### config.mk
export PLATFORM = sky130hd
export DESIGN_NAME = json_path_tokenizer_unit
export DESIGN_NICKNAME = d
export VERILOG_FILES = /design/src/hdl/jpt_pkg.sv /design/src/hdl/json_path_tokenizer_unit.sv /design/src/hdl/jpt_step.sv /design/src/hdl/jpt_resq.sv
export SDC_FILE = /design/constraint.sdc
export NUM_CORES = 1
export LEC_CHECK = 0
export ABC_CLOCK_PERIOD_IN_PS = 38200
export BUFFER_PORTS_ARGS = -buffer_cell sky130_fd_sc_hd__clkbuf_2
export CAP_MARGIN = 20
export CELL_PAD_IN_SITES_DETAIL_PLACEMENT = 1
export CELL_PAD_IN_SITES_GLOBAL_PLACEMENT = 1
export CORE_MARGIN = 1
export CORE_UTILIZATION = 45
export DETAILED_ROUTE_END_ITERATION = 12
export PLACE_DENSITY = 0.71
export SYNTH_ARGS = -nofsm -noshare
export SYNTH_HDL_FRONTEND = slang
export SYNTH_HIERARCHICAL = 1
export SYNTH_SLANG_ARGS = --single-unit
### constraint.sdc
create_clock -name aclk -period 38.2 [get_ports aclk]
set_input_delay 3.82 -clock aclk [delete_from_list [all_inputs] [get_ports aclk]]
set_output_delay 3.82 -clock aclk [all_outputs]
set_load 0.05 [all_outputs]
### src/hdl/jpt_pkg.sv
package jpt_pkg;

    typedef enum logic [3:0] {
        M_START   = 4'd0,
        M_TOP     = 4'd1,
        M_DOT     = 4'd2,
        M_RDOT    = 4'd3,
        M_IDENT   = 4'd4,
        M_BR_OPEN = 4'd5,
        M_INDEX   = 4'd6,
        M_QUOTE   = 4'd7,
        M_ESCAPE  = 4'd8,
        M_CLOSE   = 4'd9,
        M_ERROR   = 4'd10
    } mode_t;

    // event codes
    localparam logic [1:0] EV_KEY  = 2'd0;
    localparam logic [1:0] EV_STEP = 2'd1;
    localparam logic [1:0] EV_END  = 2'd2;

    // step kinds
    localparam logic [2:0] SK_FIELD     = 3'd0;
    localparam logic [2:0] SK_INDEX     = 3'd1;
    localparam logic [2:0] SK_WILD      = 3'd2;
    localparam logic [2:0] SK_REC_FIELD = 3'd3;
    localparam logic [2:0] SK_REC_WILD  = 3'd4;

    // bracket contents
    localparam logic [1:0] BK_WILD  = 2'd0;
    localparam logic [1:0] BK_QUOTE = 2'd1;
    localparam logic [1:0] BK_INDEX = 2'd2;

    // status codes
    localparam logic [3:0] ST_OK           = 4'd0;
    localparam logic [3:0] ST_TRAIL_DOT    = 4'd1;
    localparam logic [3:0] ST_TRAIL_REC    = 4'd2;
    localparam logic [3:0] ST_UNEXPECTED   = 4'd3;
    localparam logic [3:0] ST_EXP_IDENT    = 4'd4;
    localparam logic [3:0] ST_UNTERM_BR    = 4'd5;
    localparam logic [3:0] ST_UNTERM_QUOTE = 4'd6;
    localparam logic [3:0] ST_UNTERM_ESC   = 4'd7;
    localparam logic [3:0] ST_BAD_ESC      = 4'd8;
    localparam logic [3:0] ST_NO_DIGITS    = 4'd9;
    localparam logic [3:0] ST_IDX_OVERFLOW = 4'd10;
    localparam logic [3:0] ST_REC_INDEX    = 4'd11;
    localparam logic [3:0] ST_EXP_CLOSE    = 4'd12;

    // characters
    localparam logic [7:0] CH_DOLLAR = 8'h24;
    localparam logic [7:0] CH_DOT    = 8'h2E;
    localparam logic [7:0] CH_LBR    = 8'h5B;
    localparam logic [7:0] CH_RBR    = 8'h5D;
    localparam logic [7:0] CH_STAR   = 8'h2A;
    localparam logic [7:0] CH_MINUS  = 8'h2D;
    localparam logic [7:0] CH_PLUS   = 8'h2B;
    localparam logic [7:0] CH_N      = 8'h6E;
    localparam logic [7:0] CH_R      = 8'h72;
    localparam logic [7:0] CH_T      = 8'h74;
    localparam logic [7:0] CH_DQUOTE = 8'h22;
    localparam logic [7:0] CH_SQUOTE = 8'h27;
    localparam logic [7:0] CH_BSLASH = 8'h5C;
    localparam logic [7:0] CH_SPACE  = 8'h20;
    localparam logic [7:0] CH_TAB    = 8'h09;
    localparam logic [7:0] CH_LF     = 8'h0A;
    localparam logic [7:0] CH_CR     = 8'h0D;
    localparam logic [7:0] CH_0      = 8'h30;
    localparam logic [7:0] CH_9      = 8'h39;

    localparam int unsigned MAX_RES = 3;

    typedef struct packed {
        mode_t       mode;
        logic        strict;
        logic        rec;
        logic        dq;
        logic [1:0]  bk;
        logic        neg;
        logic [63:0] mag;
        logic        seen;
        logic [3:0]  ferr;
    } state_t;

    localparam state_t STATE_RESET = '{
        mode: M_START, strict: 1'b0, rec: 1'b0, dq: 1'b0, bk: BK_WILD,
        neg: 1'b0, mag: 64'd0, seen: 1'b0, ferr: ST_OK
    };

    typedef struct packed {
        logic [1:0]  event_res;
        logic [2:0]  step_kind;
        logic [7:0]  key_char;
        logic [63:0] index_value;
        logic        dialect;
        logic [3:0]  status;
        logic        last;
    } res_t;

    function automatic logic is_ident(input logic [7:0] c);
        logic r;
        r = 1'b1;
        if (c == CH_DOT || c == CH_LBR || c == CH_RBR || c == CH_SPACE) begin
            r = 1'b0;
        end
        if (c >= CH_TAB && c <= CH_CR) begin
            r = 1'b0;
        end
        return r;
    endfunction

    function automatic res_t mk_res(input logic [1:0] ev, input logic [2:0] kind,
                                    input logic [7:0] key, input logic [63:0] idx,
                                    input logic [3:0] st);
        res_t r;
        r.event_res   = ev;
        r.step_kind   = kind;
        r.key_char    = key;
        r.index_value = idx;
        r.dialect     = 1'b0;
        r.status      = st;
        r.last        = 1'b0;
        return r;
    endfunction

    function automatic logic [3:0] keep_err(input logic [3:0] ferr, input logic [3:0] code);
        return (ferr == ST_OK) ? code : ferr;
    endfunction

endpackage

### src/hdl/json_path_tokenizer_unit.sv
// channel   dir  tdata                                   tuser          tlast
// s_ (path) in   [7:0] ch                                -              final_char
// m_ (res)  out  step_kind,key_char,index_value,         [1:0] event_res last_of_item
//                dialect_out,status (lowest bit first)
//
// One path character is taken per cycle while s_tready is high; its 0..3 results go into a
// 4-deep result queue and leave at one per cycle while m_tready is high.
// s_tready is high while at most one result is queued; it does not depend on m_tready.
// aresetn (synchronous) returns the parser to the start of a path and empties the queue.
// A stalled m_ side holds the head result; input stops once two results are waiting.
module json_path_tokenizer_unit import jpt_pkg::*; (
    input  logic        aclk,
    input  logic        aresetn,
    input  logic        s_tvalid,
    output logic        s_tready,
    input  logic [7:0]  s_tdata,   // [7:0] ch
    input  logic        s_tlast,   // final_char
    output logic        m_tvalid,
    input  logic        m_tready,
    output logic [79:0] m_tdata,   // [2:0] step_kind, [10:3] key_char, [74:11] index_value,
                                   // [75] dialect_out, [79:76] status
    output logic [1:0]  m_tuser,   // [1:0] event_res
    output logic        m_tlast    // last_of_item
);

    state_t     state_reg;
    state_t     state_next;
    res_t       res [MAX_RES];
    logic [1:0] res_cnt;
    logic       accept;
    logic       room;
    res_t       head;

    assign s_tready = room;
    assign accept   = s_tvalid && s_tready;

    jpt_step u_step (
        .st_i    (state_reg),
        .ch      (s_tdata),
        .fin     (s_tlast),
        .st_o    (state_next),
        .res_o   (res),
        .res_cnt (res_cnt)
    );

    always_ff @(posedge aclk) begin
        if (!aresetn) begin
            state_reg <= STATE_RESET;
        end else if (accept) begin
            state_reg <= state_next;
        end
    end

    jpt_resq u_resq (
        .aclk      (aclk),
        .aresetn   (aresetn),
        .push      (accept),
        .push_cnt  (res_cnt),
        .push_data (res),
        .room      (room),
        .out_valid (m_tvalid),
        .out_ready (m_tready),
        .out_data  (head)
    );

    assign m_tdata = {head.status, head.dialect, head.index_value, head.key_char,
                      head.step_kind};
    assign m_tuser = head.event_res;
    assign m_tlast = head.last;

endmodule

### src/hdl/jpt_step.sv
module jpt_step import jpt_pkg::*; (
    input  state_t     st_i,
    input  logic [7:0] ch,
    input  logic       fin,
    output state_t     st_o,
    output res_t       res_o [MAX_RES],
    output logic [1:0] res_cnt
);

    state_t      s;
    res_t        r [MAX_RES];
    logic [1:0]  n;
    logic        do_top;
    logic        do_step;
    logic        step_rec;
    logic        do_ident;
    logic        ident_rec;
    logic        do_index;
    logic        do_close;
    logic        over;
    logic [67:0] wide;
    logic [63:0] ival;

    always_comb begin
        s         = st_i;
        n         = 2'd0;
        do_top    = 1'b0;
        do_step   = 1'b0;
        step_rec  = 1'b0;
        do_ident  = 1'b0;
        ident_rec = 1'b0;
        do_index  = 1'b0;
        do_close  = 1'b0;
        over      = 1'b0;
        wide      = 68'd0;
        ival      = 64'd0;
        for (int k = 0; k < MAX_RES; k++) begin
            r[k] = '0;
        end

        case (s.mode)
            M_START: begin
                s.mode = M_TOP;
                if (ch == CH_DOLLAR) begin
                    s.strict = 1'b1;
                end else if (ch != CH_DOT) begin
                    do_top = 1'b1;
                end
            end
            M_TOP: do_top = 1'b1;
            M_DOT: begin
                if (ch == CH_DOT) begin
                    s.mode = M_RDOT;
                end else begin
                    do_step = 1'b1;
                end
            end
            M_RDOT: begin
                do_step  = 1'b1;
                step_rec = 1'b1;
            end
            M_IDENT: begin
                if (is_ident(ch)) begin
                    r[n] = mk_res(EV_KEY, SK_FIELD, ch, 64'd0, ST_OK);
                    n    = n + 2'd1;
                end else begin
                    r[n]   = mk_res(EV_STEP, s.rec ? SK_REC_FIELD : SK_FIELD,
                                    8'd0, 64'd0, ST_OK);
                    n      = n + 2'd1;
                    s.mode = M_TOP;
                    do_top = 1'b1;
                end
            end
            M_BR_OPEN: begin
                if (ch == CH_STAR) begin
                    s.bk   = BK_WILD;
                    s.mode = M_CLOSE;
                end else if (ch == CH_DQUOTE || ch == CH_SQUOTE) begin
                    s.dq   = (ch == CH_DQUOTE);
                    s.bk   = BK_QUOTE;
                    s.mode = M_QUOTE;
                end else begin
                    s.bk   = BK_INDEX;
                    s.neg  = 1'b0;
                    s.mag  = 64'd0;
                    s.seen = 1'b0;
                    s.mode = M_INDEX;
                    if (ch == CH_MINUS || ch == CH_PLUS) begin
                        s.neg = (ch == CH_MINUS);
                    end else begin
                        do_index = 1'b1;
                    end
                end
            end
            M_INDEX: do_index = 1'b1;
            M_QUOTE: begin
                if (ch == (s.dq ? CH_DQUOTE : CH_SQUOTE)) begin
                    s.mode = M_CLOSE;
                end else if (ch == CH_BSLASH) begin
                    s.mode = M_ESCAPE;
                end else begin
                    r[n] = mk_res(EV_KEY, SK_FIELD, ch, 64'd0, ST_OK);
                    n    = n + 2'd1;
                end
            end
            M_ESCAPE: begin
                s.mode = M_QUOTE;
                if (ch == CH_BSLASH || ch == CH_SQUOTE || ch == CH_DQUOTE) begin
                    r[n] = mk_res(EV_KEY, SK_FIELD, ch, 64'd0, ST_OK);
                    n    = n + 2'd1;
                end else if (ch == CH_N) begin
                    r[n] = mk_res(EV_KEY, SK_FIELD, CH_LF, 64'd0, ST_OK);
                    n    = n + 2'd1;
                end else if (ch == CH_R) begin
                    r[n] = mk_res(EV_KEY, SK_FIELD, CH_CR, 64'd0, ST_OK);
                    n    = n + 2'd1;
                end else if (ch == CH_T) begin
                    r[n] = mk_res(EV_KEY, SK_FIELD, CH_TAB, 64'd0, ST_OK);
                    n    = n + 2'd1;
                end else begin
                    s.ferr = keep_err(s.ferr, ST_BAD_ESC);
                    s.mode = M_ERROR;
                end
            end
            M_CLOSE: do_close = 1'b1;
            default: ;
        endcase

        // index digits, saturating x10 accumulate
        if (do_index) begin
            if (ch inside {[CH_0:CH_9]}) begin
                wide   = ({4'd0, s.mag} << 3) + ({4'd0, s.mag} << 1) + {64'd0, ch[3:0]};
                s.mag  = (|wide[67:64]) ? {64{1'b1}} : wide[63:0];
                s.seen = 1'b1;
            end else if (!s.seen) begin
                s.ferr = keep_err(s.ferr, ST_NO_DIGITS);
                s.mode = M_ERROR;
            end else begin
                over = s.neg ? (s.mag > 64'h8000_0000_0000_0000) : s.mag[63];
                if (over) begin
                    s.ferr = keep_err(s.ferr, ST_IDX_OVERFLOW);
                    s.mode = M_ERROR;
                end else if (s.rec) begin
                    s.ferr = keep_err(s.ferr, ST_REC_INDEX);
                    s.mode = M_ERROR;
                end else begin
                    do_close = 1'b1;
                end
            end
        end

        if (do_close) begin
            if (ch != CH_RBR) begin
                s.ferr = keep_err(s.ferr, ST_EXP_CLOSE);
                s.mode = M_ERROR;
            end else begin
                case (s.bk)
                    BK_WILD: r[n] = mk_res(EV_STEP, s.rec ? SK_REC_WILD : SK_WILD,
                                           8'd0, 64'd0, ST_OK);
                    BK_QUOTE: r[n] = mk_res(EV_STEP, s.rec ? SK_REC_FIELD : SK_FIELD,
                                            8'd0, 64'd0, ST_OK);
                    default: begin
                        ival = s.neg ? (64'd0 - s.mag) : s.mag;
                        r[n] = mk_res(EV_STEP, SK_INDEX, 8'd0, ival, ST_OK);
                    end
                endcase
                n      = n + 2'd1;
                s.mode = M_TOP;
            end
        end

        if (do_top) begin
            if (ch == CH_DOT) begin
                s.mode = M_DOT;
            end else if (ch == CH_LBR) begin
                s.rec  = 1'b0;
                s.mode = M_BR_OPEN;
            end else if (!s.strict) begin
                s.mode    = M_TOP;
                do_ident  = 1'b1;
                ident_rec = 1'b0;
            end else begin
                s.ferr = keep_err(s.ferr, ST_UNEXPECTED);
                s.mode = M_ERROR;
            end
        end

        if (do_step) begin
            if (ch == CH_LBR) begin
                s.rec  = step_rec;
                s.mode = M_BR_OPEN;
            end else if (ch == CH_STAR) begin
                r[n]   = mk_res(EV_STEP, step_rec ? SK_REC_WILD : SK_WILD,
                                8'd0, 64'd0, ST_OK);
                n      = n + 2'd1;
                s.mode = M_TOP;
            end else begin
                do_ident  = 1'b1;
                ident_rec = step_rec;
            end
        end

        if (do_ident) begin
            if (is_ident(ch)) begin
                s.rec  = ident_rec;
                r[n]   = mk_res(EV_KEY, SK_FIELD, ch, 64'd0, ST_OK);
                n      = n + 2'd1;
                s.mode = M_IDENT;
            end else begin
                s.ferr = keep_err(s.ferr, ST_EXP_IDENT);
                s.mode = M_ERROR;
            end
        end

        // end of path
        if (fin) begin
            case (s.mode)
                M_DOT:     s.ferr = keep_err(s.ferr, ST_TRAIL_DOT);
                M_RDOT:    s.ferr = keep_err(s.ferr, ST_TRAIL_REC);
                M_IDENT: begin
                    r[n] = mk_res(EV_STEP, s.rec ? SK_REC_FIELD : SK_FIELD,
                                  8'd0, 64'd0, ST_OK);
                    n    = n + 2'd1;
                end
                M_BR_OPEN: s.ferr = keep_err(s.ferr, ST_UNTERM_BR);
                M_INDEX: begin
                    over = s.neg ? (s.mag > 64'h8000_0000_0000_0000) : s.mag[63];
                    if (!s.seen) begin
                        s.ferr = keep_err(s.ferr, ST_NO_DIGITS);
                    end else if (over) begin
                        s.ferr = keep_err(s.ferr, ST_IDX_OVERFLOW);
                    end else if (s.rec) begin
                        s.ferr = keep_err(s.ferr, ST_REC_INDEX);
                    end else begin
                        s.ferr = keep_err(s.ferr, ST_EXP_CLOSE);
                    end
                end
                M_QUOTE:   s.ferr = keep_err(s.ferr, ST_UNTERM_QUOTE);
                M_ESCAPE:  s.ferr = keep_err(s.ferr, ST_UNTERM_ESC);
                M_CLOSE:   s.ferr = keep_err(s.ferr, ST_EXP_CLOSE);
                default: ;
            endcase
            r[n] = mk_res(EV_END, SK_FIELD, 8'd0, 64'd0, s.ferr);
            n    = n + 2'd1;
        end

        for (int k = 0; k < MAX_RES; k++) begin
            r[k].dialect = s.strict;
            r[k].last    = (n != 2'd0) && (2'(k) == n - 2'd1);
        end

        st_o    = fin ? STATE_RESET : s;
        res_cnt = n;
        res_o   = r;
    end

endmodule

### src/hdl/jpt_resq.sv
module jpt_resq import jpt_pkg::*; (
    input  logic       aclk,
    input  logic       aresetn,
    input  logic       push,
    input  logic [1:0] push_cnt,
    input  res_t       push_data [MAX_RES],
    output logic       room,
    output logic       out_valid,
    input  logic       out_ready,
    output res_t       out_data
);

    res_t       q_reg [4];
    logic [1:0] wr_ptr_reg;
    logic [1:0] wr_ptr_next;
    logic [1:0] rd_ptr_reg;
    logic [1:0] rd_ptr_next;
    logic [2:0] cnt_reg;
    logic [2:0] cnt_next;
    logic       pop;
    logic [1:0] n_in;

    assign pop       = out_valid && out_ready;
    assign n_in      = push ? push_cnt : 2'd0;
    assign out_valid = (cnt_reg != 3'd0);
    assign out_data  = q_reg[rd_ptr_reg];
    // room for a full burst of results even with nothing leaving
    assign room      = (cnt_reg <= 3'd1);

    always_comb begin
        wr_ptr_next = wr_ptr_reg + n_in;
        rd_ptr_next = rd_ptr_reg + (pop ? 2'd1 : 2'd0);
        cnt_next    = cnt_reg + {1'b0, n_in} - (pop ? 3'd1 : 3'd0);
    end

    always_ff @(posedge aclk) begin
        for (int k = 0; k < MAX_RES; k++) begin
            if (2'(k) < n_in) begin
                q_reg[wr_ptr_reg + 2'(k)] <= push_data[k];
            end
        end
    end

    always_ff @(posedge aclk) begin
        if (!aresetn) begin
            wr_ptr_reg <= 2'd0;
            rd_ptr_reg <= 2'd0;
            cnt_reg    <= 3'd0;
        end else begin
            wr_ptr_reg <= wr_ptr_next;
            rd_ptr_reg <= rd_ptr_next;
            cnt_reg    <= cnt_next;
        end
    end

endmodule
# == Word level (Yosys, flattened, before mapping) ==
# Memories as Yosys holds them, arrays and structs flattened. A register that Yosys moved wholly into a read port is not among the register bits.
# Cells that the tools add are included.
# word_totals
input_bits,13
output_inout_bits,85
word_cells,313
regBits,86
memories,1
mem_bits_rw,332
# mem_list
memory,depth,width,read_ports,rd_clocked_by_memory_dff,write_ports,line_no,source
u_resq.q_reg,4,83,1,1,3,jpt_resq.sv:13,res_t q_reg [4];
# op_classes
magnitude_cmp,20
eq_ne,38
n_reduce_logical,34
n_bitwise,5
n_addsub,15
muxes,188
# op_table
cell,count
2-to-1 mux 249 bit,10
bitwise mux 249 bit,7
demux 83 bit (select 2 bit),5
2-to-1 mux 83 bit,9
case mux 249 bit (2 select lines),1
case mux 83 bit (3 select lines),1
2-to-1 mux 4 bit,62
2-to-1 mux 69 bit,2
2-to-1 mux 66 bit,2
greater-than comparator 64 bit (second input constant),2
2-to-1 mux 64 bit,2
2-to-1 mux 82 bit,1
2-to-1 mux 79 bit,1
2-to-1 mux 78 bit,1
2-to-1 mux 74 bit,1
adder 67 x 65 -> 68 bit,1
adder 68 x 4 -> 68 bit,1
2-to-1 mux 65 bit,1
equality test 8 x 6 -> 1 bit (second input constant),8
subtractor 1 x 64 -> 64 bit (first input constant),1
2-to-1 mux 1 bit,53
equality test 8 x 7 -> 1 bit (second input constant),6
2-to-1 mux 2 bit,20
equality test 4 x 3 -> 1 bit (second input constant),8
40 further kinds,94

# == Logic depth before layout (Yosys ltp) ==
# depth
ltp_word,37
depth_mapped,35
depth_no_buf,29

# == By module ==
# The synthesis kept the hierarchy.
# by_module_without_submodules
module,cells_each,area_per_inst_um2,n_inst,seq_area_each_um2
jpt_resq,1231,20452.1,1,10109.7
jpt_step,1995,12609.6,1,0.0
json_path_tokenizer_unit,362,3430.8,1,1581.5

# == Worst setup path after synthesis ==
# OpenSTA, ideal clock, no wires.
# synth_path
path_kind,input to register
from,input port s_tdata[4]
to,memory u_resq/q_reg[2][0] (netlist name) (enable)
stages,26
arrival_time_ns,14.507
path_slack_ns,23.045
path_cell_list,clkbuf_1 -> or4b_1 -> clkbuf_1 -> a211oi_1 -> o41ai_1 -> o31ai_1 -> nand2b_1 -> ha_1 -> a21oi_1 -> inv_1 -> ha_1 -> nor2_1 -> nor2_1 -> inv_1 -> ha_1 -> o21ai_0 -> ha_1 -> a21oi_1 -> ha_1 -> nand2_1 -> o21ai_0 -> inv_1 -> buf_2 -> o21a_1 -> nor2_1 -> a211oi_1
# synth_lines
element,line_no,source
"start, declared",json_path_tokenizer_unit.sv:16,"input logic [7:0] s_tdata,"
"end, declared",jpt_resq.sv:13,

==> summary.md <==
| Metric | Value |
|---|---|
| Hold-fix buffers, CTS | `0` |
| Gr usage total | `0.287` |
| Critical path launch point type | `primary input` |
| # diodes | `0` |
| Number of global-route vias before repair | `30,000` |
| Synthesized area | `36,500 um2` |
| VDD IR max | `62.4 uV` |
| Setup violators final | `0` |
| Clock slew at reported path FFs | `0.06 ns` |
| Max-cap violations | `0` |
| GRT overflow | `0` |
| Initial detailed-routing violation count | `around 2,200` |
| Yosys warning count | `6` |
| Most frequent cell on the critical path | `ha_1` |
| Pwr/cell area | `between 40 and 50 nW/um2` |
| Met3 Use GR | `0.0310` |
| Post-synth top flop | `edfxtp_1` |
| Max reg flops | `332` |
| # resized after CTS | `0` |
| Clock Latency Late Sink | `0.61 ns` |
| IO Pins | `98` |
| Std-Cell Core Area | `80,400 um2` |
| Residual DRC | `0` |
| Pleak | `about 0.015 uW` |
| WHS Path Cells | `2` |
| GPL Wtd Cong | `0.957` |
| Final hold viol count | `0` |
| Worst-path maximum fanout | `70` |
| Cells after Synth | `3,588` |
| Tightest Hold Check Type | `reg2reg` |
| Flops & latches, synth | `418` |
| Syn avg cell area | `10.2 um2` |
| Ys async rst share | `0` |
| WP data arrival | `roughly 13 ns` |
| EDFF count, synth | `332` |
| CTS max path bufs | `3` |
| Largest net degree at the start of global routing | `97` |
| Routed length per placed instance | `~26 um` |
| Vias | `28,600` |
| Initial Util | `0.454` |
| Met2 Usage GRT | `0.492` |
| DP HPWL | `84,200 um` |
| Fin crit period | `about 13 ns` |
| Crit path capture type | `flip-flop` |
| Gr busiest metal | `met2` |
| Unrepaired setup endpoints after global routing | `no` |
| Tightest Pin Transition | `1.08 ns` |
| Sequential share of the synthesized area | `0.320` |
| WS Path Type | `in2reg` |
| Synth unique cells | `101` |
| Vias per inst | `6.18` |
| Total wire length | `roughly 120,000 um` |
| First-pass GRT wire length | `184,000 um` |
| CTS tree | `built` |
| Largest stage delay on the critical path | `0.77 ns` |
| Met1 Use GR | `0.379` |
| Worst clock skew | `roughly 0.022 ns` |
| Tcrit/Tclk final | `0.337` |
| Final nets | `3,689` |
| Die Wd | `between 200 and 300 um` |
| F_max | `0.0776 GHz` |
| Final ANT Viol Nets | `0` |
| Sequential cell area | `11,700 um2` |
| Layout cells sized above 1 | `0.309` |
| CP max stage cell | `o41ai_1` |
| Total power | `1870 uW` |
| Antenna violations before repair | `0` |
| Worst R2R Path Depth | `27` |
| Root Driver | `clkbuf_16` |
| Rows | `104` |
| Synth-to-layout area growth | `5.38%` |
| Max H-tree Level | `2` |
| Final Max Tran Viols | `0` |
| CTS Buf Count | `48` |
| Die area | `82,200 um2` |
| Multi-input logic area | `roughly 23,000 um2` |
| Required time of the critical path | `38.67 ns` |
| Post-CTS Setup Inserts | `0` |
| Setup tns final | `0 ns` |
| Die Y | `roughly 290 um` |
| Number of I/O port buffers | `97` |
| Outcome | `finished, final reports clean` |
| Slew HR | `0.277` |
| Clk sinks | `418` |
| # fillers | `around 8,900` |
| First-pass DRT Iterations | `8` |
==> layout make-up <==
cell class                      instances  area share
Multi-Input combinational cell       2848       0.590
Sequential cell                       418       0.304
Clock buffer                           65      0.0353
Tap cell                             1060      0.0345
Timing Repair Buffer                  145      0.0222
Clock inverter                         25     0.00726
Inverter                               68     0.00664
==> logic make-up (layout without fill, tap and decap cells) <==
kind of cell / after synthesis / count (layout) / synth area share
adder cells (fa/ha/maj): 147 / 147 / 0.0510
multiplexers: 751 / 751 / 0.257
flip-flops: 418 / 418 / 0.320
AO/OA/AOI/OAI: 645 / 645 / 0.121
other: 1 / 128 / 0.000103
XOR/XNOR: 125 / 125 / 0.0300
buffers and inverters: 449 / 303 / 0.0742
AND/OR/NAND/NOR: 1052 / 1052 / 0.146
==> synthesized netlist by cell type, types with 10 or more instances <==
cell type  instances  area share
nand4_1          115       0.020
mux2_2           664        0.20
inv_1             67      0.0069
xnor2_1           76       0.018
xor2_1            49       0.012
a22oi_1           14      0.0029
edfxtp_1         332        0.27
o211ai_1          15      0.0031
a31oi_1           35      0.0060
nor2b_1           46      0.0079
mux4_2            83       0.051
dfxtp_1           86       0.047
and3_1            25      0.0043
o21ai_2           79       0.019
o21bai_1          10      0.0021
buf_2             89       0.012
clkbuf_1         109       0.011
a21o_1            27      0.0056
nand2_1          246       0.025
nor2_1           271       0.028
o22ai_1           14      0.0024
buf_4            142       0.029
ha_1             144       0.049
buf_6             31      0.0096
nand3_1           53      0.0073
o31ai_1           17      0.0035
a41oi_1           14      0.0034
or2_2             14      0.0024
nor3_1            59      0.0081
nor4_1            38      0.0065
and2_1            90       0.015
nand2b_1          28      0.0048
or3_1             17      0.0029
o21a_1            25      0.0051
o21ai_0          115       0.016
a21oi_1          151       0.021
a211oi_1          17      0.0035
==> power breakdown <==
| group | switching (uW) | internal, uW | total (uW) |
|---|---|---|---|
| combinational | 496 | 228 | 724 |
| sequential | 39.9 | 621 | 661 |
| clock | 201 | 284 | 485 |
| total | 737 | 1130 | 1870 |
==> stage by stage <==
stage	setup WS, ns	instances	cell area, um2	hold WS (ns)	utilization
after floorplan	23.04	3715	37000	0.436	-
after global placement	25.16	4536	36800	0.449	0.458
after detailed placement	24.93	4538	36800	0.461	0.458
after CTS	25.47	4628	38400	0.469	0.478
after global routing	24.87	4629	38500	0.485	0.478
final	25.32	4629	38500	0.467	0.478
==> cells in the final DEF, fill, tap and decap left out, drive strengths merged, types with 51 or more instances in the layout <==
master,n
inv,69
and2,91
clkbuf,159
dfxtp,86
nor2,271
mux4,83
nand4,117
nor3,59
conb,128
mux2,664
nand3,54
ha,144
buf,51
xnor2,76
a21oi,151
edfxtp,332
o21ai,199
nand2,248
==> critical path: cells and delay by family <==
| kind | cells | cell delay (ns) |
|---|---|---|
| mux | 2 | 0.44 |
| simple gates | 12 | 3.95 |
| compound gates | 8 | 2.82 |
| fa+ha+maj | 3 | 1.10 |
| buf+inv | 5 | 1.13 |
==> routing by layer <==
| layer | wire length, um | vias up |
|---|---|---|
| li1 | - | 13100 |
| met1 | 52900 | 14600 |
| met2 | 59000 | 745 |
| met3 | 5160 | 180 |
| met4 | 3760 | 0 |
| met5 | 0 | - |
==> final timing paths <==
check                              startpoint                  to  slack [ns]
worst max-delay path               s_tdata[4]  u_resq/q_reg[3][3]       25.32
worst min-delay path            state_reg[70]       state_reg[70]        0.47
worst max register to register  state_reg[75]  u_resq/q_reg[3][3]       27.82
worst min register to register  state_reg[70]       state_reg[70]        0.47
Note: power is estimated with default switching activity, not from simulation.
